==> src/hw/rtl/paet_ram.sv <==
// paet_ram: simple dual-port synchronous ram, one write and one read port
// read data registered; no dependencies
`default_nettype none

module paet_ram #(
    parameter int unsigned WIDTH  = 8,
    parameter int unsigned DEPTH  = 16,
    parameter int unsigned ADDR_W = (DEPTH > 1) ? $clog2(DEPTH) : 1
) (
    input  wire logic              i_clk,
    input  wire logic              i_we,
    input  wire logic [ADDR_W-1:0] i_waddr,
    input  wire logic [WIDTH-1:0]  i_wdata,
    input  wire logic              i_re,
    input  wire logic [ADDR_W-1:0] i_raddr,
    output logic      [WIDTH-1:0]  o_rdata
);

    logic [WIDTH-1:0] r_mem [DEPTH];
    logic [WIDTH-1:0] r_rdata;

    // write port
    always_ff @(posedge i_clk) begin
        if (i_we) begin
            r_mem[i_waddr] <= i_wdata;
        end
    end

    // read port, old data on a same-address write
    always_ff @(posedge i_clk) begin
        if (i_re) begin
            r_rdata <= r_mem[i_raddr];
        end
    end

    assign o_rdata = r_rdata;

endmodule

`default_nettype wire

==> config.mk <==
export PLATFORM = sky130hd
export DESIGN_NAME = paet_ram
export DESIGN_NICKNAME = d
export VERILOG_FILES = /design/src/hw/rtl/paet_ram.sv
export SDC_FILE = /design/constraint.sdc
export NUM_CORES = 1
export LEC_CHECK = 0
export BUFFER_PORTS_ARGS = -buffer_cell sky130_fd_sc_hd__clkbuf_2
export CAP_MARGIN = 25
export CORE_ASPECT_RATIO = 1.1
export CORE_MARGIN = 2
export CORE_UTILIZATION = 60
export CTS_BUF_LIST = sky130_fd_sc_hd__clkbuf_4 sky130_fd_sc_hd__clkbuf_8 sky130_fd_sc_hd__clkbuf_16
export DETAILED_ROUTE_END_ITERATION = 12
export GPL_TIMING_DRIVEN = 0
export MAX_ROUTING_LAYER = met4
export PLACE_DENSITY_LB_ADDON = 0.1
export SKIP_LAST_GASP = 1
export SLEW_MARGIN = 5
export SYNTH_ARGS = -nofsm -noshare
export SYNTH_HDL_FRONTEND = slang
export SYNTH_SLANG_ARGS = --single-unit
==> constraint.sdc <==
create_clock -name i_clk -period 2.5 [get_ports i_clk]
set_input_delay 0.5 -clock i_clk [delete_from_list [all_inputs] [get_ports i_clk]]
set_output_delay 0.5 -clock i_clk [all_outputs]
set_load 0.01 [all_outputs]
==> reports/metrics.cfg, run 1 <==
[run_status]
status=completed

[floorplanning]
dieWidth_um=93.0
io_pins=27
rows=35
fp.dieH_um=102
start_util_pct=62.2
fp.dieArea_sq_mm=0.00948
floorplan.core_area_sq_mm=0.00841

[sta]
hold-worst-slack_ns=0.335
drv_slew=0
fmax_mhz=559
period_share_pct=71.6
hold_viol=0
rsz0062_at_grt=false
setup_violations=0
worstMarginPinSlew_ns=0.830
skew_ns=0.00682
maxSlewHeadroom_pct=44.5
period_minus_slack_ns=1.79

[cts]
clkLatencyLatePin_ns=0.52
clockRootBuffer=clkbuf_8
htree_num_levels=4
clock_path_buffers=2
cts_buffers=17
post_cts_resize_count=0
path_clk_slew_ns=0.06
cts_tree=yes
cts.sinks=136
hold_buffers=0
cts_setup_buffers=0

[yosys]
synthTopCellsByArea=edfxtp_1 (78%), mux4_2 (7.8%), mux4_1 (7.0%)
yosysUniqueCellTypes=18
synth.largest_area_cell=edfxtp_1
synth_nets=248
syn-mean-instance-area_sq_um=22.8
yosysTopAreaCellShare_pct=78.1
synth-seq-cells=136
ys_warn_count=0
syn_area_sq_mm=0.00523
synthCells=229
seq_area_frac_synth_pct=78.1

[pwr]
peakVddDrop_uv=979
power_frac_comb_pct=4.5
p_per_area_mw_per_mm2=883
power_mw=5.42
sw_frac_of_total_pct=19.1
p_int_mw=4.39
p_leak_nw=2.07
pwr-share-clk_pct=47.9
p_sw_mw=1.03
p_seq_share_pct=47.7

[global_routing]
grt_pass1_vias=2452
grt_pass1_wl_mm=14.6
antenna_found_initial=0
grt_max_degree=17
gr-total-overflow=0
track_usage_pct=23.8

[run]
drv_cap=0

[finish]
fin_nets=296
antennaDiodeCount=0
drive_above_1_share_pct=30.2
area_delta_synth_final_pct=17.5

[place]
dpl.hpwl_mm=6.03
gp_congestion=0.809
portBuffers=25

[worst_setup_path]
worst-endpoint-required_ns=2.73
cp_slowest_cell=nor3_1
critPathMaxStageDelay_ns=0.62
path_buf_inv=2
cp.arrival_ns=2.02
cp_top_family=simple AND/OR/NAND/NOR gates
path_cells=clkbuf_2 > or3b_2 > nor3_1 > buf_4
path_max_fanout=5
end_kind=flip-flop
critPathKind=input pin to flip-flop
cp-start-kind=input pin
timing.rr.start=r_mem[1][2]
worst-r2r-cell-count=3
path_depth=4
critPathLaunch=i_waddr[2]

[min_path]
worstHoldStart=i_re
hold_depth=1
hold_path_class=input pin to flip-flop

[routing]
drt-initial-drc-count=219
via_count=2468
routed_wl_mm=9.76
dr.pass1.iters=5
detail-route-antenna-nets=0
vias_per_cell=6.19
wire_per_inst_um=24.5
drc=0

==> routing by layer <==
metal	track usage [%]	share of wire [%]
met5	-	0
met1	30.7	40
met3	6.49	5.5
met2	37.7	53
met4	7.92	1.7
==> synthesized netlist by cell type (all sizes together) <==
cell / n
clkdlybuf4s25: 3
or3b: 1
nand2b: 2
nor2: 13
nor2b: 1
nand3b: 2
nor3: 4
edfxtp: 136
nand2: 9
nand3: 1
buf: 7
and2: 1
and2b: 1
a22oi: 16
mux4: 32
==> cells in the final DEF, fill, tap and decap left out <==
master           count
or3b_2               1
a22oi_1             16
clkdlybuf4s25_2      3
clkbuf_4             1
nor2_1              13
buf_2                5
buf_6                3
and2_1               1
clkbuf_2            25
nand3b_1             2
clkbuf_8             1
nor2b_1              1
nand2b_1             2
nand3_1              1
and2b_1              1
mux4_1              14
bufinv_16            5
clkinv_4             3
nor3_1               4
clkbuf_16           16
clkinvlp_4           3
mux4_2              18
nand2_1              9
buf_4                3
edfxtp_1           136
clkinv_1             1
==> flip-flops by register name (all words and copies together) (netlist names) <==
| signal | flops |
|---|---|
| o_rdata | 8 |
| r_mem | 128 |
==> cell type report <==
type | instances | area [sq um]
clock buffers | 18 | 422
fillers | 505 | 2270
multi-input cells | 83 | 1060
clock inverters | 12 | 203
well taps | 111 | 139
plain buffers | 10 | 86.3
repair buffers | 29 | 150
flip-flops and latches | 136 | 4080
==> metrics by stage <==
step                      cells  utilization (%)  setup TNS, ns  cell area [sq um]  setup slack (ns)
after floorplan             229                -              0               5230             0.507
after global placement      365             65.3         -0.724               5490           -0.0908
after detailed placement    369             65.6              0               5520             0.160
after CTS                   399             73.0              0               6140             0.722
after global routing        399             73.0              0               6140             0.650
final                       399             73.0              0               6140             0.710
==> cell families (layout without fill, tap and decap cells) <==
| kind of cell | after synthesis | count (layout) | synth area share (%) |
|---|---|---|---|
| buffers and inverters | 10 | 69 | 1.65 |
| multiplexers | 32 | 32 | 14.8 |
| AND/OR/NAND/NOR | 35 | 35 | 3.14 |
| flip-flops | 136 | 136 | 78.1 |
| AO/OA/AOI/OAI | 16 | 16 | 2.30 |
==> power by group through the flow <==
stage	registers (mW)	logic, mW	clock network (mW)
detailed placement	2.63	0.244	0
finish	2.58	0.242	2.60
CTS	2.58	0.245	2.63
global placement	2.63	0.238	0
global route	2.59	0.261	2.70
floorplan	2.63	0.130	0
==> worst paths after layout <==
path,slack [ns],endpoint
worst max-delay path,0.71,r_mem[0][5]
worst min register to register,0.75,o_rdata[3]
worst min-delay path,0.34,o_rdata[6]
worst max register to register,0.87,o_rdata[2]
Power figures use the tool's default switching activity.
==> inputs of run 2 (changes only) <==
CORE_UTILIZATION = 54   (was 60)
clock period = 1.6 ns   (was 2.5 ns; I/O delays follow)
==> run 2 against run 1 <==
- combinational power rose by 59%
- clock-buffer cell count fell by 1
- sequential power rose by 56%
- routed wire length fell by 2.0%
- critical endpoint is now o_rdata[0]
- highest routed layer unchanged
==> reports/metrics.cfg, run 2 (synthesis gave the netlist of run 1 again) <==
[run_status]
status=completed  ; unchanged

[worst_setup_path]
r2r_slack_ns=0.06  ; was 0.87 ns
timing.rr.start=r_mem[5][0]  ; was r_mem[1][2]
reg2reg_to=o_rdata[0]  ; was o_rdata[2]
cp-start-kind=flip-flop  ; was input pin
worst-endpoint-required_ns=1.86  ; was 2.73 ns
cp.arrival_ns=1.81  ; was 2.02 ns
path_max_fanout=1  ; was 5
worst-r2r-cell-count=3  ; unchanged
critPathKind=flip-flop to flip-flop  ; was input pin to flip-flop
end_kind=flip-flop  ; unchanged

[sta]
maxSlewHeadroom_pct=42.1  ; was 44.5%
worstMarginPinSlew_ns=0.865  ; was 0.830 ns
hold_viol=0  ; unchanged
period_minus_slack_ns=1.54
skew_ns=0.00890  ; was 0.00682 ns
rsz0062_at_grt=false  ; unchanged
postLayoutSetupSlackWorst_ns=0.0567  ; was 0.710 ns
drv_slew=0  ; unchanged
period_share_pct=96.5
setup_violations=0  ; unchanged
tns_ns=0  ; unchanged
fmax_mhz=648

[global_routing]
grt_pass1_wl_mm=14.4  ; was 14.6 mm
grt_pass1_vias=2446  ; was 2452
gr-total-overflow=0  ; unchanged
grt_max_degree=17  ; unchanged
antenna_found_initial=0  ; unchanged
track_usage_pct=20.8  ; was 23.8%

[floorplanning]
start_util_pct=55.6  ; was 62.2%
fp.dieArea_sq_mm=0.0105  ; was 0.00948 sq mm
dieWidth_um=97.8  ; was 93.0 um
floorplan.core_area_sq_mm=0.00940  ; was 0.00841 sq mm
io_pins=27  ; unchanged
rows=37  ; was 35
fp.dieH_um=107  ; was 102 um

[finish]
drive_above_1_share_pct=30.8  ; was 30.2%
final_common_cell=edfxtp_1  ; unchanged
antennaDiodeCount=0  ; unchanged
multiInputGateArea_sq_mm=0.00107  ; was 0.00106 sq mm
largest_register_ffs=128  ; unchanged
top_register=r_mem  ; unchanged
final-seq-area_sq_mm=0.00408  ; unchanged
final_cell_mix=edfxtp_1 (136), clkbuf_2 (25), mux4_2 (18)  ; unchanged
stdcell_count=406  ; was 399
area_delta_synth_final_pct=17.8  ; was 17.5%
num-fill-cells=615  ; was 505
fin_nets=295  ; was 296

[cts]
cts_buffers=17  ; unchanged
cts.sinks=136  ; unchanged
hold_buffers=0  ; unchanged
path_clk_slew_ns=0.06  ; about the same
clkLatencyLatePin_ns=0.52  ; about the same
cts_tree=yes  ; unchanged
clock_path_buffers=2  ; unchanged
cts_setup_buffers=0  ; unchanged
htree_num_levels=4  ; unchanged
post_cts_resize_count=0  ; unchanged
clockRootBuffer=clkbuf_8  ; unchanged

[pwr]
peakVddDrop_uv=799  ; was 979 uV
p_per_area_mw_per_mm2=1370  ; was 883 mW/mm^2
power_mw=8.46  ; was 5.42 mW
p_leak_nw=2.07  ; about the same

[routing]
via_count=2406  ; was 2468
met3RoutedLength_um=391  ; was 533 um
routedLengthMet1_mm=4.33  ; was 3.93 mm
vias_per_cell=5.93  ; was 6.19
maxUsedRoutingLayer=met4  ; unchanged
route.met2.wl_mm=4.65  ; was 5.13 mm
drc=0  ; unchanged
detail-route-antenna-nets=0  ; unchanged
dr.pass1.iters=4  ; was 5
wire_per_inst_um=23.6  ; was 24.5 um
routed_wl_mm=9.56  ; was 9.76 mm
drt-initial-drc-count=306  ; was 219

[place]
portBuffers=25  ; unchanged
preCtsSetupSlack_ns=-0.409  ; was 0.160 ns
dp.cells=374  ; was 369
dpl.hpwl_mm=6.06  ; was 6.03 mm
gp_congestion=0.726  ; was 0.809

[min_path]
hold_depth=1  ; unchanged
worstHoldStart=i_re  ; unchanged
hold_end=o_rdata[5]  ; was o_rdata[6]
hold_path_class=input pin to flip-flop  ; unchanged

[run]
drv_cap=0  ; unchanged

## run 2: cell count changes in the layout (fill, tap and decap cells not counted), sizes merged
| cell | delta |
|---|---|
| clkinvlp | +1 |
| clkbuf | -1 |
| buf | -1 |
| clkinv | +2 |
## run 2: how the worst max path moves through the flow
stage,start,end,cells past startpoint
floorplan,i_raddr[0],o_rdata[1],5
global placement,i_waddr[2],r_mem[8][7],3
detailed placement,i_waddr[2],r_mem[3][0],3
CTS,r_mem[1][0],o_rdata[0],3
global route,r_mem[9][4],o_rdata[4],3
finish,r_mem[5][0],o_rdata[0],3
## run 2: critical path, stage by stage, from the launching register on
cell and delay [ns]:
edfxtp_1 0.37, mux4_1 0.57, a22oi_1 0.28, nand2_1 0.08
## run 2: layout make-up
type | count | area share, %
clock inverters | 15 | 3.37
multi-input cells | 83 | 17.3
well taps | 117 | 2.38
plain buffers | 10 | 1.52
clock buffers | 17 | 6.72
flip-flops and latches | 136 | 66.3
repair buffers | 28 | 2.36
## run 2: per-layer routing
metal  track usage [%]  vias up
met1              27.7     1247
li1                  -     1077
met2              30.4       68
met4              10.0        0
met3              5.61       14
met5                 -        -
## run 2: per-stage QoR
stage                     hold slack (ns)  util [%]  area [sq um]
after floorplan                     0.419         -          5240
after global placement              0.683      58.6          5510
after detailed placement            0.708      58.9          5530
after CTS                           0.155      65.5          6150
after global routing                0.170      65.5          6160
final                               0.175      65.5          6160
## run 2: report_power, final
part | internal [mW] | total, mW | switching (mW)
Combinational | 0.158 | 0.385 | 0.227
Sequential | 4.02 | 4.03 | 0.0173
Clock | 2.66 | 4.04 | 1.38
