[config.mk]
export PLATFORM = sky130hd
export DESIGN_NAME = paet_update
export DESIGN_NICKNAME = d
export VERILOG_FILES = /design/src/hw/rtl/paet_pkg.sv /design/src/hw/rtl/paet_update.sv
export SDC_FILE = /design/constraint.sdc
export NUM_CORES = 1
export LEC_CHECK = 0
export BUFFER_PORTS_ARGS = -buffer_cell sky130_fd_sc_hd__buf_2
export CAP_MARGIN = 40
export CORE_AREA = 10 10 158 160
export DETAILED_ROUTE_END_ITERATION = 8
export DIE_AREA = 0 0 168 170
export PLACE_DENSITY_LB_ADDON = 0.08
export SLEW_MARGIN = 20
export SYNTH_ARGS = -nofsm -noshare
export SYNTH_HDL_FRONTEND = slang
export SYNTH_SLANG_ARGS = --single-unit
[constraint.sdc]
create_clock -name vclk -period 14.8
set_input_delay 2.22 -clock vclk [all_inputs]
set_output_delay 2.22 -clock vclk [all_outputs]
set_load 0.005 [all_outputs]
[src/hw/rtl/paet_pkg.sv]
// paet_pkg: shared types and constants of the pixel alpha envelope tracker
// record layouts for the per-pixel running and best memories, phase codes
// no dependencies
`default_nettype none

package paet_pkg;

    // geometry
    localparam int unsigned PIXELS  = 4096;
    localparam int unsigned PIX_W   = (PIXELS > 1) ? $clog2(PIXELS) : 1;
    localparam int unsigned IDX_W   = 12;
    localparam int unsigned FRAME_W = 16;
    localparam int unsigned ALPHA_W = 8;
    localparam int unsigned AREA_W  = 24;
    localparam logic [AREA_W-1:0] AREA_MAX = '1;

    // configuration register indexes
    localparam int unsigned CFG_IDX_W = 1;
    localparam logic [CFG_IDX_W-1:0] CFG_START_LEVEL = 1'b0;
    localparam logic [CFG_IDX_W-1:0] CFG_NOISE_LEVEL = 1'b1;

    // reset values of the configuration registers
    localparam logic [ALPHA_W-1:0] START_LEVEL_RST = 8'd4;
    localparam logic [ALPHA_W-1:0] NOISE_LEVEL_RST = 8'd32;

    typedef enum logic [1:0] {
        PH_IDLE    = 2'd0,
        PH_ATTACK  = 2'd1,
        PH_SUSTAIN = 2'd2,
        PH_RELEASE = 2'd3
    } t_phase;

    typedef struct packed {
        logic [FRAME_W-1:0] atk_start;
        logic [FRAME_W-1:0] atk_end;
        logic [FRAME_W-1:0] rel_start;
        logic [FRAME_W-1:0] rel_end;
    } t_times;

    // running record of one pixel
    typedef struct packed {
        t_phase             phase;
        t_times             times;
        logic [ALPHA_W-1:0] peak;
        logic [ALPHA_W-1:0] rel_min;
        logic [AREA_W-1:0]  area;
    } t_run;

    // best envelope of one pixel
    typedef struct packed {
        logic              flag;
        t_times            times;
        logic [AREA_W-1:0] area;
    } t_best;

    typedef struct packed {
        logic [ALPHA_W-1:0] start_level;
        logic [ALPHA_W-1:0] noise_level;
    } t_cfg;

    localparam int unsigned RUN_W  = $bits(t_run);
    localparam int unsigned BEST_W = $bits(t_best);

endpackage

`default_nettype wire

[src/hw/rtl/paet_update.sv]
// paet_update: one envelope step of a pixel, running record and best record
// in, updated records and completion flag out; uses paet_pkg
`default_nettype none

module paet_update
    import paet_pkg::*;
(
    input  wire t_cfg                     i_cfg,
    input  wire t_run                     i_run,
    input  wire t_best                    i_best,
    input  wire logic [ALPHA_W-1:0]       i_alpha,
    input  wire logic [FRAME_W-1:0]       i_frame,
    output t_run                          o_run,
    output t_best                         o_best,
    output logic                          o_completed
);

    always_comb begin
        t_run            run;
        t_best           best;
        logic            closed;
        logic            sus;
        logic            done;
        logic [AREA_W:0] sum;

        run    = i_run;
        best   = i_best;
        closed = 1'b0;
        sus    = 1'b0;
        done   = 1'b0;

        // phase step, sustain evaluation shared below
        case (i_run.phase)
            PH_IDLE: begin
                if (i_alpha > i_cfg.start_level) begin
                    run.phase           = PH_ATTACK;
                    run.times.atk_start = i_frame;
                    run.peak            = i_alpha;
                end
            end
            PH_ATTACK: begin
                if (i_alpha > i_run.peak) begin
                    run.peak          = i_alpha;
                    run.times.atk_end = i_frame;
                end else begin
                    sus = 1'b1;
                end
            end
            PH_SUSTAIN: begin
                sus = 1'b1;
            end
            PH_RELEASE: begin
                if (i_alpha <= i_run.rel_min) begin
                    if (i_alpha > i_cfg.noise_level) begin
                        run.rel_min       = i_alpha;
                        run.times.rel_end = i_frame;
                    end else if (i_alpha < i_cfg.noise_level) begin
                        run.phase         = PH_IDLE;
                        run.times.rel_end = i_frame;
                        run.rel_min       = '0;
                        closed            = 1'b1;
                    end
                end else begin
                    sus = 1'b1;
                end
            end
            default: begin
                run = i_run;
            end
        endcase

        // sustain evaluation
        if (sus) begin
            run.phase = PH_SUSTAIN;
            if (i_alpha > i_run.peak) begin
                run.peak          = i_alpha;
                run.times.atk_end = i_frame;
                run.phase         = PH_ATTACK;
            end else if (i_alpha < i_run.peak) begin
                run.times.rel_start = i_frame;
                run.times.rel_end   = i_frame;
                run.rel_min         = i_alpha;
                run.phase           = PH_RELEASE;
                if (i_alpha == '0) begin
                    run.phase   = PH_IDLE;
                    run.rel_min = '0;
                    closed      = 1'b1;
                end
            end
        end

        // completion of a valid envelope, best kept by strictly larger area
        if (closed && (run.peak > i_cfg.noise_level)) begin
            done = 1'b1;
            if (run.times.atk_end < run.times.atk_start) begin
                run.times.atk_end = run.times.atk_start;
            end
            if (!i_best.flag || (run.area > i_best.area)) begin
                best.flag  = 1'b1;
                best.times = run.times;
                best.area  = run.area;
            end
            run = '0;
        end

        // saturating area while active
        sum = {1'b0, run.area} + {{(AREA_W + 1 - ALPHA_W){1'b0}}, i_alpha};
        if (run.phase != PH_IDLE) begin
            run.area = sum[AREA_W] ? AREA_MAX : sum[AREA_W-1:0];
        end

        o_run       = run;
        o_best      = best;
        o_completed = done;
    end

endmodule

`default_nettype wire

==> results of run 1 <==
==> metrics by stage <==
step | power [mW] | util | area, um^2
after floorplan | 0.1962 | - | 5779
after global placement | 0.3618 | 0.3748 | 8128
after detailed placement | 0.3676 | 0.3787 | 8213
after CTS | 0.3692 | 0.3787 | 8213
after global routing | 0.4084 | 0.3799 | 8240
final | 0.3670 | 0.3799 | 8240
==> worst max-delay path, delay by kind of cell <==
family | cells | cell delay, ps
buffers and inverters | 5 | 860
AND/OR/NAND/NOR | 7 | 1770
AO/OA/AOI/OAI | 17 | 3030
adder cells (fa/ha/maj) | 4 | 1130
==> path summary, 6_finish.rpt <==
kind | from | endpoint | slack [ps] | depth (start not counted)
worst max-delay path | i_alpha[0] | o_run[2] | 3550 | 33
worst min-delay path | i_best[44] | o_best[44] | 4760 | 4
==> cell usage in the layout (no fill, tap or decap), drive strengths merged, types with 12 or more instances in the layout <==
| cell type | Yosys | layout |
|---|---|---|
| a211oi | 20 | 20 |
| a21oi | 83 | 83 |
| and2 | 17 | 17 |
| buf | 30 | 446 |
| ha | 91 | 91 |
| inv | 78 | 78 |
| mux2i | 65 | 65 |
| nand2 | 57 | 57 |
| nand3 | 16 | 16 |
| nand4 | 20 | 20 |
| nor2 | 176 | 176 |
| nor3 | 13 | 13 |
| o211ai | 14 | 14 |
| o21ai | 65 | 65 |
| o22a | 12 | 12 |
==> area by class of cell <==
cell class	instances	share of cell area
Inverter	78	0.03553
Multi-Input combinational cell	780	0.6392
Tap cell	280	0.04251
Timing Repair Buffer	446	0.2827
==> cells in the mapped netlist (all sizes together), types with 3 or more instances <==
cell type	count
nand2b	7
a21oi	83
a211oi	20
xor2	6
nand3	16
xnor2	4
o21a	7
a21o	9
a22oi	8
nor2b	10
o21ai	65
and2	17
nand4	20
ha	91
clkbuf	24
nand2	57
or3	8
or2	6
nor3	13
a31oi	3
o22a	12
and3	9
inv	78
o211ai	14
nor4	3
nor2	176
a311oi	3
buf	30
o221ai	8
mux2i	65
o311ai	4
o2111ai	5
a22o	7
==> power by group through the flow <==
stage / combinational, mW / sequential, mW / clock, mW
floorplan: 0.196 / 0 / 0
global placement: 0.362 / 0 / 0
detailed placement: 0.368 / 0 / 0
CTS: 0.369 / 0 / 0
global route: 0.408 / 0 / 0
finish: 0.367 / 0 / 0
==> per-layer routing <==
layer / up-vias / wire (um)
met2: 330 / 17390
met4: 2 / 797
met1: 3701 / 13440
met3: 32 / 2439
li1: 4053 / -
met5: - / 8
==> cells by family after synthesis <==
| family | Yosys count | share of synthesized area |
|---|---|---|
| AOI/OAI and AO/OA | 265 | 0.2999 |
| xor gates and xnor gates | 10 | 0.01515 |
| adders and majority gates | 92 | 0.2005 |
| buffers and inverters | 132 | 0.09547 |
| muxes | 67 | 0.1171 |
| and+or+nand+nor | 346 | 0.2719 |
==> flow_metrics.tcl, run 1 <==
set metrics [dict create \
    grt_max_degree 96 \
    multi_input_area_um2 5268 \
    io_pins 431 \
    fp.dieH_um 170 \
    dr.first_iter.drc_count 462 \
    synth_top_area_cell "ha_1" \
    fillers 2466 \
    seqPwrFrac 0 \
    crit_type "primary input to output pin" \
    swShare 0.5739 \
    synth_cell_types 68 \
    synth_fp_nets 1239 \
    synth_top_area_share 0.1970 \
    critPathMostFrequentCell "a21oi_1" \
    grtUsageTotal 0.2179 \
    wire_per_inst_um 21.52 \
    layout_min_cycle_time_ps 11250 \
    dp.cells 1583 \
    rsz0062_at_grt "false" \
    design.seq.count 0 \
    regArea_um2 0 \
    tightestPinTransition_ps 780.4 \
    drt_pre_antenna_iters 5 \
    use_met1 0.2466 \
    drv_cap 0 \
    dp_slack_ps 3681 \
    ys_seq_area_frac 0 \
    use_met3 0.05160 \
    rows 54 \
    p_int_uw 156.4 \
    hpwl_mm 29.21 \
    combPwrFrac 1.000 \
    peakVddDrop_mv 0.01758 \
    antenna_found_initial 1 \
    fin_crit_sh 0.7600 \
    cp.required_ps 12580 \
    place_congestion 0.8887 \
    core_um2 21690 \
    cp_max_fo 30 \
    grt_pass1_vias 8118 \
    num_vias 8118 \
    relSlewSlack 0.4649 \
    insertedDiodeCount 0 \
    cts_resized 0 \
    layout_setup_ws_ps 3553 \
    finalNonFillerCells 1584 \
    setup_tns_ps 0 \
    yosysWarnings 0 \
    portBuffers 431 \
    drive_gt1_frac 0.3612 \
    end_kind "output pin" \
    cts_setup_buffers 0 \
    setup_violations 0 \
    slowest_stage "or3_1" \
    clkPwrFrac 0 \
    hold_viol_final 0 \
    grt_pass1_wl_mm 50.29 \
    syn_to_final_growth_pct 42.58 \
    drt_wl_total_mm 34.08 \
    worst_setup_path_start_kind "primary input" \
    gr-total-overflow 0 \
    hold_path.class "primary input to output pin" \
    via_per_inst 5.125 \
    power_leakage_nw 4.509 \
    die_x_um 168 \
    synthCells 912 \
    die_area_um2 28560 \
    clkbuf_count 0 \
    fmax_mhz 88.91 \
    status "finished clean" \
    met2_usage 0.4054 \
    synthTopCellsByArea "ha_1 20%, nor2_1 11%, mux2i_1 11%, a21oi_1 7.1%, o21ai_0 5.1%" \
    syn_area_um2 5779 \
    start_util 0.2665 \
    hold_slack_ps 4757 \
    crit_arrival_ps 9030 \
    nets 1633 \
    synth.avg_cell_area_um2 6.337 \
    slew_violations 0 \
    postCtsHoldBufs 0 \
    grt-busiest-layer "met2" \
    drc 0 \
    cpPeakStageDelay_ps 610 \
    powerDensity_nw_per_um2 44.54 \
    ant_nets 0 \
    p_switching_uw 210.6 \
]
(Power assumes the default switching activity.)
==> inputs of run 2 (changes only) <==
ABC_AREA = 1   (was not set)
CORE_AREA = 10 10 159 161   (was 10 10 158 160)
DIE_AREA = 0 0 169 171   (was 0 0 168 170)
clock period = 11.5 ns   (was 14.8 ns; I/O delays follow)
==> run 2 against run 1 <==
  * Via count up 11%
  * Cell count up 18%
  * Highest routed layer unchanged
  * Largest cell class unchanged
  * Count of clock-buffer cells in the layout unchanged
  * Combinational power up 36%
  * Final area up 4.8%
==> flow_metrics.tcl, run 2 <==
set metrics [dict create \
    status "finished clean" \
    cp.required_ps 9780 \
    end_kind "output pin" \
    rsz0062_at_grt "false" \
    grtUsageTotal 0.2242 \
    synthTopCellsByArea "nand2_1 20%, ha_1 18%, inv_1 13%, o21ai_0 12%, nand3_1 6.1%" \
    portBuffers 431 \
    powerDensity_nw_per_um2 57.75 \
    start_util 0.2843 \
    cts_setup_buffers 0 \
    fillers 2643 \
    clkbuf_count 0 \
    design.seq.count 0 \
    rows 55 \
    crit_type "primary input to output pin" \
    worst_setup_path_start_kind "primary input" \
    drt_wl_total_mm 35.34 \
    dp_slack_ps 1799 \
    num_vias 9026 \
    io_pins 431 \
    grt_max_degree 74 \
    regArea_um2 0 \
    synth.most_common_cell "nand2_1" \
    die_x_um 169 \
    fin_crit_sh 0.8413 \
    tightestPinTransition_ps 811.3 \
    synth_top_area_share 0.2019 \
    layout_common_cells "431 x buf_2, 339 x nand2_1, 221 x inv_1" \
    core_um2 22230 \
    fmax_mhz 103.4 \
    slowest_stage "nand2_2" \
    drive_gt1_frac 0.3274 \
    dr.first_iter.drc_count 520 \
    grt_pass1_wl_mm 51.94 \
    final_common_cell "buf_2" \
    postCtsHoldBufs 0 \
    critPathMostFrequentCell "nand2_1" \
    drv_cap 0 \
    grt_pass1_vias 8746 \
    hold_path.class "primary input to output pin" \
    synth.avg_cell_area_um2 5.258 \
    synth_fp_nets 1529 \
    dpl_cell_area_um2 8628 \
    power_leakage_nw 5.472 \
    cp_max_fo 40 \
    fin_area_um2 8633 \
    drc 0 \
    slew_violations 0 \
    setup_violations 0 \
    die_area_um2 28900 \
    yosysWarnings 0 \
    ys_seq_area_frac 0 \
    syn_area_um2 6320 \
    fp.dieH_um 171 \
    finalNonFillerCells 1872 \
    dp.cells 1870 \
    setup_tns_ps 0 \
    layout_min_cycle_time_ps 9675 \
    peakVddDrop_mv 0.03423 \
    via_per_inst 4.822 \
    antenna_found_initial 4 \
    synth_top_area_cell "nand2_1" \
    ant_nets 0 \
    hold_viol_final 0 \
    cpPeakStageDelay_ps 610 \
    ys_top_cells_by_count "340 x nand2_1, 221 x inv_1, 154 x o21ai_0, 91 x ha_1, 77 x nand3_1" \
    place_congestion 0.9246 \
    nets 1914 \
    hpwl_mm 30.18 \
    syn_to_final_growth_pct 36.61 \
    layout_setup_ws_ps 1825 \
    wire_per_inst_um 18.88 \
    cts_resized 0 \
    synth_cell_types 44 \
    drt_pre_antenna_iters 5 \
    hold_slack_ps 3723 \
    post-route-util 0.3884 \
    crit_arrival_ps 7950 \
    gr-total-overflow 0 \
    finalPower_uw 498.5 \
    relSlewSlack 0.4572 \
    synthCells 1202 \
]
run 2: cell families (layout without fill, tap and decap cells):
kind of cell               Yosys count  after routing  synth area share
and+or+nand+nor                    565            565            0.4090
other                                0              2                 0
xor gates and xnor gates             6              6          0.008317
adders and majority gates           92             92            0.1833
buffers and inverters              281            664            0.1762
AOI/OAI and AO/OA                  258            258            0.2231
run 2: worst max-delay path: cells and delay by family:
kind                     cells  cell delay, ps
buffers and inverters        8             910
AND/OR/NAND/NOR             22            2930
AO/OA/AOI/OAI                8            1430
adder cells (fa/ha/maj)      4             910
run 2: path summary, 6_finish.rpt:
kind	from	end	slack, ps	cells after the start
worst max-delay path	i_alpha[0]	o_run[1]	1820	42
worst min-delay path	i_best[61]	o_best[61]	3720	4
run 2: cell type report:
type                            instances  area [um^2]  share of cell area
Multi-Input combinational cell        921         5218              0.6043
Timing Repair Buffer                  437         2202              0.2551
Inverter                              227        852.1             0.09870
Tap cell                              285        356.6             0.04130
Antenna cell                            2        5.005           0.0005797
run 2: per-layer routing:
layer,share of wire,track usage
met1,0.42,0.2691
met2,0.49,0.4047
met3,0.067,0.04359
met4,0.021,0.04503
met5,0.00057,0
run 2: where the power goes:
group          internal, mW  leakage (nW)    total [mW]  switching (mW)
logic                 0.197          5.47         0.499           0.302
registers                 0             0             0               0
clock network  0.0000000233     0.0000127  0.0000000233               0
